`src/kvrt_pkg.sv`:
```
// kvrt_pkg: shared types and codes for the key/value record tokenizer
// used by the front classifier, the item queue, the back parser and the top level

package kvrt_pkg;

  localparam int KVRT_MAX_FIELDS = 16;
  localparam int KVRT_KEY_SIZE   = 16;
  localparam int KVRT_VALUE_SIZE = 32;

  // character codes
  localparam logic [7:0] CH_NUL   = 8'h00;
  localparam logic [7:0] CH_TAB   = 8'h09;
  localparam logic [7:0] CH_NL    = 8'h0A;
  localparam logic [7:0] CH_CR    = 8'h0D;
  localparam logic [7:0] CH_SPACE = 8'h20;
  localparam logic [7:0] CH_HASH  = 8'h23;
  localparam logic [7:0] CH_EQ    = 8'h3D;

  // result role codes
  localparam logic [2:0] ROLE_NONE = 3'd0;
  localparam logic [2:0] ROLE_TYPE = 3'd1;
  localparam logic [2:0] ROLE_KEY  = 3'd2;
  localparam logic [2:0] ROLE_EQ   = 3'd3;
  localparam logic [2:0] ROLE_VAL  = 3'd4;

  // line status codes
  localparam logic [1:0] ST_BUSY   = 2'd0;
  localparam logic [1:0] ST_OK     = 2'd1;
  localparam logic [1:0] ST_BLANK  = 2'd2;
  localparam logic [1:0] ST_REJECT = 2'd3;

  // character class flags worked out by the front
  typedef struct packed {
    logic zero;
    logic nl;
    logic cr;
    logic blank;   // space or tab
    logic ws;      // space, tab, newline, vtab, form feed, cr
    logic alnum;
    logic hash;
    logic eq;
  } cls_t;

  // one classified item on its way from front to back
  typedef struct packed {
    logic [7:0] ch;
    logic       line_end;
    cls_t       cls;
  } item_t;

endpackage

```
`src/kvrt_front.sv`:
```
// kvrt_front: classifies each incoming character into the flags the parser uses
// depends on kvrt_pkg

module kvrt_front (
  input  logic [7:0]     in_ch,
  input  logic           in_line_end,
  output kvrt_pkg::item_t item
);
  import kvrt_pkg::*;

  cls_t cls;

  always_comb begin
    cls.zero  = (in_ch == CH_NUL);
    cls.nl    = (in_ch == CH_NL);
    cls.cr    = (in_ch == CH_CR);
    cls.blank = (in_ch == CH_SPACE) || (in_ch == CH_TAB);
    cls.ws    = (in_ch == CH_SPACE) || ((in_ch >= CH_TAB) && (in_ch <= CH_CR));
    cls.alnum = ((in_ch >= 8'h30) && (in_ch <= 8'h39)) ||
                ((in_ch >= 8'h41) && (in_ch <= 8'h5A)) ||
                ((in_ch >= 8'h61) && (in_ch <= 8'h7A));
    cls.hash  = (in_ch == CH_HASH);
    cls.eq    = (in_ch == CH_EQ);
  end

  assign item.ch       = in_ch;
  assign item.line_end = in_line_end;
  assign item.cls      = cls;

endmodule

```
`src/kvrt_queue.sv`:
```
// kvrt_queue: two-entry item queue between the front classifier and the back parser
// depends on kvrt_pkg

module kvrt_queue (
  input  logic            clk,
  input  logic            rst_n,
  input  logic            push,
  input  kvrt_pkg::item_t push_item,
  output logic            full,
  input  logic            pop,
  output logic            not_empty,
  output kvrt_pkg::item_t head
);
  import kvrt_pkg::*;

  item_t      mem_r [2];
  logic       wr_ptr_r;
  logic       rd_ptr_r;
  logic [1:0] cnt_r;

  assign full      = (cnt_r == 2'd2);
  assign not_empty = (cnt_r != 2'd0);
  assign head      = mem_r[rd_ptr_r];

  always_ff @(posedge clk) begin
    if (push) begin
      mem_r[wr_ptr_r] <= push_item;
    end
  end

  always_ff @(posedge clk) begin
    if (!rst_n) begin
      wr_ptr_r <= 1'b0;
      rd_ptr_r <= 1'b0;
      cnt_r    <= 2'd0;
    end else begin
      if (push) begin
        wr_ptr_r <= ~wr_ptr_r;
      end
      if (pop) begin
        rd_ptr_r <= ~rd_ptr_r;
      end
      case ({push, pop})
        2'b10:   cnt_r <= cnt_r + 2'd1;
        2'b01:   cnt_r <= cnt_r - 2'd1;
        default: cnt_r <= cnt_r;
      endcase
    end
  end

endmodule

```
`src/kvrt_back.sv`:
```
// kvrt_back: line parser state and registered result stage
// depends on kvrt_pkg; takes classified items from kvrt_queue

module kvrt_back #(
  parameter int MAX_FIELDS = kvrt_pkg::KVRT_MAX_FIELDS,
  parameter int KEY_SIZE   = kvrt_pkg::KVRT_KEY_SIZE,
  parameter int VALUE_SIZE = kvrt_pkg::KVRT_VALUE_SIZE
) (
  input  logic            clk,
  input  logic            rst_n,
  input  logic            item_valid,
  input  kvrt_pkg::item_t item,
  output logic            item_take,
  output logic            out_valid,
  input  logic            out_stall,
  output logic [7:0]      out_char_echo,
  output logic [2:0]      out_role,
  output logic [3:0]      out_field_index,
  output logic [4:0]      out_char_pos,
  output logic            out_done_res,
  output logic [1:0]      out_status,
  output logic [4:0]      out_field_count
);
  import kvrt_pkg::*;

  localparam int KW = $clog2(KEY_SIZE);
  localparam int VW = $clog2(VALUE_SIZE);
  localparam int FW = $clog2(MAX_FIELDS + 1);

  localparam logic [KW-1:0] KEY_LAST = KW'(KEY_SIZE - 1);
  localparam logic [VW-1:0] VAL_LAST = VW'(VALUE_SIZE - 1);
  localparam logic [FW-1:0] FD_MAX   = FW'(MAX_FIELDS);

  localparam logic [2:0] PH_LEAD  = 3'd0;
  localparam logic [2:0] PH_TYPE  = 3'd1;
  localparam logic [2:0] PH_SEP   = 3'd2;
  localparam logic [2:0] PH_KEY   = 3'd3;
  localparam logic [2:0] PH_VAL   = 3'd4;
  localparam logic [2:0] PH_OK    = 3'd5;
  localparam logic [2:0] PH_BLANK = 3'd6;
  localparam logic [2:0] PH_ERR   = 3'd7;

  typedef struct packed {
    logic [2:0]    ph;
    logic [1:0]    tl;
    logic [KW-1:0] kl;
    logic [VW-1:0] vl;
    logic [FW-1:0] fd;
  } pst_t;

  typedef struct packed {
    pst_t       s;
    logic [2:0] role;
    logic [7:0] idx;
    logic [7:0] pos;
  } step_t;

  // separator handling, shared by type end, value end and separator phase
  function automatic step_t sep_char(step_t r, cls_t c);
    step_t o;
    o = r;
    if (c.blank) begin
      o = r;
    end else if (c.zero || c.nl || c.cr) begin
      o.s.ph = PH_OK;
    end else if (c.ws || (r.s.fd >= FD_MAX) || c.eq) begin
      o.s.ph = PH_ERR;
    end else begin
      o.role = ROLE_KEY;
      o.idx  = 8'(r.s.fd);
      o.pos  = 8'd0;
      o.s.kl = KW'(1);
      o.s.vl = '0;
      o.s.ph = PH_KEY;
    end
    return o;
  endfunction

  function automatic step_t take_char(pst_t s, cls_t c);
    step_t o;
    o.s    = s;
    o.role = ROLE_NONE;
    o.idx  = 8'd0;
    o.pos  = 8'd0;
    unique case (s.ph)
      PH_LEAD: begin
        if (c.blank) begin
          o.s.ph = PH_LEAD;
        end else if (c.zero || c.nl || c.hash) begin
          o.s.ph = PH_BLANK;
        end else if (c.alnum) begin
          o.role = ROLE_TYPE;
          o.s.tl = 2'd1;
          o.s.ph = PH_TYPE;
        end else begin
          o.s.ph = PH_ERR;
        end
      end
      PH_TYPE: begin
        if (c.alnum) begin
          if (s.tl < 2'd3) begin
            o.role = ROLE_TYPE;
            o.pos  = 8'(s.tl);
            o.s.tl = s.tl + 2'd1;
          end else begin
            o.s.ph = PH_ERR;
          end
        end else if (c.zero || c.ws) begin
          o.s.ph = PH_SEP;
          o = sep_char(o, c);
        end else begin
          o.s.ph = PH_ERR;
        end
      end
      PH_SEP: begin
        o = sep_char(o, c);
      end
      PH_KEY: begin
        if (c.zero || c.ws || (c.eq && (s.kl == '0))) begin
          o.s.ph = PH_ERR;
        end else if (c.eq) begin
          o.role = ROLE_EQ;
          o.idx  = 8'(s.fd);
          o.s.vl = '0;
          o.s.ph = PH_VAL;
        end else if (s.kl >= KEY_LAST) begin
          o.s.ph = PH_ERR;
        end else begin
          o.role = ROLE_KEY;
          o.idx  = 8'(s.fd);
          o.pos  = 8'(s.kl);
          o.s.kl = s.kl + KW'(1);
        end
      end
      PH_VAL: begin
        if (c.zero || c.ws) begin
          o.s.fd = s.fd + FW'(1);
          o.s.ph = PH_SEP;
          o = sep_char(o, c);
        end else if (s.vl >= VAL_LAST) begin
          o.s.ph = PH_ERR;
        end else begin
          o.role = ROLE_VAL;
          o.idx  = 8'(s.fd);
          o.pos  = 8'(s.vl);
          o.s.vl = s.vl + VW'(1);
        end
      end
      default: begin
        o.s = s;
      end
    endcase
    return o;
  endfunction

  pst_t       st_r;
  pst_t       st_nxt;
  step_t      first;
  step_t      second;
  pst_t       fin;
  cls_t       nul_cls;
  logic [1:0] status;

  logic       out_valid_r;
  logic [7:0] char_r;
  logic [2:0] role_r;
  logic [3:0] idx_r;
  logic [4:0] pos_r;
  logic       done_r;
  logic [1:0] status_r;
  logic [4:0] count_r;

  assign item_take = item_valid && (!out_valid_r || !out_stall);

  always_comb begin
    nul_cls       = '0;
    nul_cls.zero  = 1'b1;
    first         = take_char(st_r, item.cls);
    // an unterminated last item is closed as if a nul followed
    second        = take_char(first.s, nul_cls);
    if (item.line_end && (first.s.ph < PH_OK)) begin
      fin = second.s;
    end else begin
      fin = first.s;
    end
    unique case (fin.ph)
      PH_OK:    status = ST_OK;
      PH_BLANK: status = ST_BLANK;
      PH_ERR:   status = ST_REJECT;
      default:  status = ST_BUSY;
    endcase
    if (item.line_end) begin
      st_nxt    = '0;
      st_nxt.ph = PH_LEAD;
    end else begin
      st_nxt = fin;
    end
  end

  always_ff @(posedge clk) begin
    if (!rst_n) begin
      st_r        <= '0;
      out_valid_r <= 1'b0;
    end else begin
      if (item_take) begin
        st_r <= st_nxt;
      end
      if (item_take) begin
        out_valid_r <= 1'b1;
      end else if (!out_stall) begin
        out_valid_r <= 1'b0;
      end
    end
  end

  always_ff @(posedge clk) begin
    if (item_take) begin
      char_r   <= item.ch;
      role_r   <= first.role;
      idx_r    <= first.idx[3:0];
      pos_r    <= first.pos[4:0];
      done_r   <= item.line_end;
      status_r <= status;
      count_r  <= 5'(fin.fd);
    end
  end

  assign out_valid       = out_valid_r;
  assign out_char_echo   = char_r;
  assign out_role        = role_r;
  assign out_field_index = idx_r;
  assign out_char_pos    = pos_r;
  assign out_done_res    = done_r;
  assign out_status      = status_r;
  assign out_field_count = count_r;

endmodule

```
`src/key_value_record_tokenizer.sv`:
```
// key_value_record_tokenizer: top level of the record line tokenizer
// depends on kvrt_pkg, kvrt_front, kvrt_queue and kvrt_back

// Takes one character of a "TYPE key=value ..." text line per item and returns
// one result item per input item, tagging the character as type, key, '=' or
// value, with its field index and position. The item flagged line_end carries
// the final line status and field count, and the parser then rearms for the
// next line. One item is taken per clock cycle in steady state while the
// result side is not stalled: the parser state in the back stage is updated
// from each item as it is taken, so the per-line state loop sets the rate. An
// accepted item is written into the queue and then into the registered result
// stage, from which it is offered on the result channel. A two-entry queue between the
// classifier and the parser and a registered result stage let either side
// stall without holding up the other beyond the queue depth.

module key_value_record_tokenizer #(
  parameter int MAX_FIELDS = kvrt_pkg::KVRT_MAX_FIELDS,
  parameter int KEY_SIZE   = kvrt_pkg::KVRT_KEY_SIZE,
  parameter int VALUE_SIZE = kvrt_pkg::KVRT_VALUE_SIZE
) (
  input  logic       clk,
  input  logic       rst_n,
  // input channel
  input  logic       in_valid,
  output logic       in_stall,
  input  logic [7:0] in_ch,
  input  logic       in_line_end,
  // result channel
  output logic       out_valid,
  input  logic       out_stall,
  output logic [7:0] out_char_echo,
  output logic [2:0] out_role,
  output logic [3:0] out_field_index,
  output logic [4:0] out_char_pos,
  output logic       out_done_res,
  output logic [1:0] out_status,
  output logic [4:0] out_field_count
);
  import kvrt_pkg::*;

  item_t in_item;     // classified incoming item
  item_t q_head;      // oldest queued item
  logic  q_full;
  logic  q_not_empty;
  logic  q_pop;
  logic  q_push;

  // front: tag each character with its class flags
  kvrt_front u_front (
    .in_ch       (in_ch),
    .in_line_end (in_line_end),
    .item        (in_item)
  );

  // input side stalls only when the queue holds two items
  assign in_stall = q_full;
  assign q_push   = in_valid && !q_full;

  kvrt_queue u_queue (
    .clk       (clk),
    .rst_n     (rst_n),
    .push      (q_push),
    .push_item (in_item),
    .full      (q_full),
    .pop       (q_pop),
    .not_empty (q_not_empty),
    .head      (q_head)
  );

  // back: parser state update and registered result
  kvrt_back #(
    .MAX_FIELDS (MAX_FIELDS),
    .KEY_SIZE   (KEY_SIZE),
    .VALUE_SIZE (VALUE_SIZE)
  ) u_back (
    .clk             (clk),
    .rst_n           (rst_n),
    .item_valid      (q_not_empty),
    .item            (q_head),
    .item_take       (q_pop),
    .out_valid       (out_valid),
    .out_stall       (out_stall),
    .out_char_echo   (out_char_echo),
    .out_role        (out_role),
    .out_field_index (out_field_index),
    .out_char_pos    (out_char_pos),
    .out_done_res    (out_done_res),
    .out_status      (out_status),
    .out_field_count (out_field_count)
  );

endmodule

```
`config.mk`:
```
export PLATFORM = sky130hd
export DESIGN_NAME = key_value_record_tokenizer
export DESIGN_NICKNAME = d
export VERILOG_FILES = /design/src/kvrt_pkg.sv /design/src/kvrt_front.sv /design/src/kvrt_queue.sv /design/src/kvrt_back.sv /design/src/key_value_record_tokenizer.sv
export SDC_FILE = /design/constraint.sdc
export NUM_CORES = 1
export LEC_CHECK = 0
export CAP_MARGIN = 20
export CORE_ASPECT_RATIO = 0.9
export CORE_MARGIN = 2
export CORE_UTILIZATION = 68
export CTS_CLUSTER_DIAMETER = 100
export DETAILED_ROUTE_END_ITERATION = 10
export DONT_BUFFER_PORTS = 1
export PLACE_DENSITY_LB_ADDON = 0.12
export SETUP_SLACK_MARGIN = 0.02
export SLEW_MARGIN = 0
export SYNTH_ARGS = -nofsm -noshare
export SYNTH_HDL_FRONTEND = slang
export SYNTH_HIERARCHICAL = 1
export SYNTH_SLANG_ARGS = --single-unit
export TNS_END_PERCENT = 10
```
`constraint.sdc`:
```
create_clock -name clk -period 7.69 [get_ports clk]
set_input_delay 1.1535 -clock clk [delete_from_list [all_inputs] [get_ports clk]]
set_output_delay 1.1535 -clock clk [all_outputs]
set_load 0.005 [all_outputs]
```
==> flow_summary.toml <==
[synth]
syn_avg_cell_area_sq_um = 11.0
synth_top_flop_cell = "edfxtp_1"
netlist_area_sq_um = 4390
async_reset_ff_share_pct = 0
ys_types = 66
ys_seq_area_share_pct = 53.8
ys_ff_latch = 87
postSynthCellCount = 400
yosys_warnings = 6
synth_fp_nets = 423
synth_edf_count = 62

[clock_network]
cts_buffer_depth = 2
cts_tree = "yes"
cts_root_buf = "clkbuf_8"
cts.sinks = 87
post_cts_buffers = 0
cts_buffers = 9
htree_levels = 3
cts.clk_slew.worst_paths_ns = 0.08
clock_latency_ns = 0.36
postCtsResizedCells = 0
cts_hold_buf = 0

[floorplanning]
die_area_sq_um = 7120
initial_core_util_pct = 71.0
die_w_um = 88.7
dieHeight_um = 80.2
io_pins = 43
std_cell_rows = 27
core_area_sq_um = 6180

[setup_path]
endpoint_kind = "register"
arrival_ns = 4.00
worst-path-max-fanout = 17
startpoint_type = "register"
worst-setup-path-type = "reg -> reg"
worstPathRequired_ns = 7.94

[power_and_ir_drop]
leakage_uw = 0.00163
vdd_drop_max_mv = 0.257
pwr_density_cell_nw_per_um2 = 329

[global_route]
grt_pass1_vias = 3072
grt_pass1_wl_um = 15600
gr-total-overflow = 0
grt_usage_pct = 29.3
grt_max_degree = 35
antenna_found_initial = 0

[timing]
fin_crit_sh_pct = 48.7
rsz0062_at_grt = "false"
clock.fmax_mhz = 267
final-hold-violation-count = 0
tns_ns = 0
clock_skew_ns = 0.00855
drv_slew = 0
slew_headroom_pct = 33.1
worstMarginPinSlew_ns = 0.996
min_period_ns = 3.75
setup_viol_count_final = 0

[final_layout]
area_growth_pct = 5.36
layoutNonFillerInstCount = 480
nets = 411
drive_gt1_share_pct = 13.2
layout_common_cells = "62 x edfxtp_1, 31 x nand2_1, 25 x nor2_1, 25 x a21oi_1, 25 x dfxtp_1"
post-route-cell-area_sq_um = 4630
final_common_cell = "edfxtp_1"
n_antenna_cell = 0
fillCellCount = 417

[run_status]
status = "finished clean"

[placement]
port_buffers = 0
dp_hpwl_um = 6540
dp.cells = 464
placed_area_sq_um = 4380
routabilityCongestion = 0.967

[drt]
top_layer_used = "met4"
wl_met3_um = 719
firstDrtPassIters = 5
antenna_left = 0
remaining_drc_errors = 0
wirelength_um = 9530
dr_total_vias = 3149
viasPerCell = 6.56
first_iter_violations = 385
met2WireLength_um = 4400
wl_per_cell_um = 19.9
drt-met1-wl_um = 4220

[worst_hold_path]
hp-class = "reg -> reg"
hp-start = "u_back/st_r[7]"

[job]
cap_violations = 0
[flip-flops by register name, indices dropped and copies added, names as in the netlist, 3 cells and up, named ones only]
signal,count
u_back/out_field_index,4
u_back/out_role,3
u_back/out_field_count,5
u_back/st_r,19
u_back/out_char_pos,5
u_back/out_char_echo,8
u_queue/mem_r,34
[final cells by class]
| cell class | count | area, sq um | area share [%] |
|---|---|---|---|
| clock buffer | 9 | 124 | 2.68 |
| clock inverter | 7 | 119 | 2.57 |
| inverter | 18 | 67.6 | 1.46 |
| multi-input combinational | 270 | 1830 | 39.5 |
| sequential | 87 | 2360 | 51.1 |
| tap | 87 | 109 | 2.35 |
| timing repair buffer | 2 | 15.0 | 0.325 |
[critical path, cell delays in order (launching register included)]
cell	delay [ns]
dfxtp_1	0.81
mux2_2	0.45
or2_2	0.40
a311oi_1	0.47
o21ai_0	0.21
a211oi_1	0.63
o21ai_0	0.32
a32o_1	0.35
[power by group]
part	total (uW)	leakage, uW	switching (uW)	internal, uW
combinational	436	0.000720	277	159
sequential	710	0.000797	73.1	637
clock	377	0.000117	161	216
total	1520	0.00163	511	1010
[routing by layer]
layer	vias up	GRT usage [%]
met5	-	0
met1	1509	41.1
li1	1457	-
met4	0	11.1
met3	21	6.47
met2	162	44.6
[path summary, 6_finish.rpt]
check                                       to  slack, ns  cells past startpoint
worst min-delay path            u_back/st_r[7]       0.53                      2
worst max register to register  u_back/st_r[6]       3.94                      7
worst min register to register  u_back/st_r[7]       0.53                      2
worst max-delay path            u_back/st_r[6]       3.94                      7
[logic make-up (layout without fill, tap and decap cells)]
family	Yosys count	in the layout	synth area share (%)
multiplexers	18	18	4.62
flip-flops	87	87	53.8
XOR/XNOR	14	14	2.79
AO/OA/AOI/OAI	92	92	14.1
adder cells (fa/ha/maj)	10	10	2.85
buffers and inverters	43	36	4.53
AND/OR/NAND/NOR	136	136	17.4
[synthesized netlist by cell type, types with 3 or more instances]
library cell	instances	area share, %
nand2b_1	3	0.43
o211ai_1	4	0.68
xor2_1	6	1.2
nand3_1	7	0.80
nand2_1	31	2.7
a31oi_1	4	0.57
inv_1	18	1.5
xnor2_1	8	1.6
or2_2	4	0.57
or4_1	5	0.86
nor2b_1	6	0.86
dfxtp_1	25	11
mux2_2	18	4.6
or3_1	4	0.57
and3_1	5	0.71
buf_4	9	1.5
and2_1	12	1.7
a32o_1	3	0.68
buf_2	3	0.34
clkbuf_1	13	1.1
ha_1	10	2.8
a22oi_1	5	0.86
o21ai_0	17	1.9
nor2_1	25	2.1
a211oi_1	4	0.68
nor3_1	10	1.1
edfxtp_1	62	42
a21oi_1	25	2.8
nand4_1	3	0.43
o31ai_1	3	0.51
[metrics by stage]
| step | setup WS (ns) | power, uW | hold slack (ns) | utilization (%) |
|---|---|---|---|---|
| floorplan | 4.53 | 1030 | 0.461 | - |
| global placement | 4.21 | 1130 | 0.478 | 70.9 |
| detailed placement | 4.00 | 1140 | 0.514 | 70.9 |
| CTS | 3.94 | 1520 | 0.526 | 74.8 |
| global route | 3.67 | 1600 | 0.544 | 74.8 |
| finish | 3.94 | 1520 | 0.530 | 74.8 |
No activity file was read; power rests on OpenSTA's default activity.
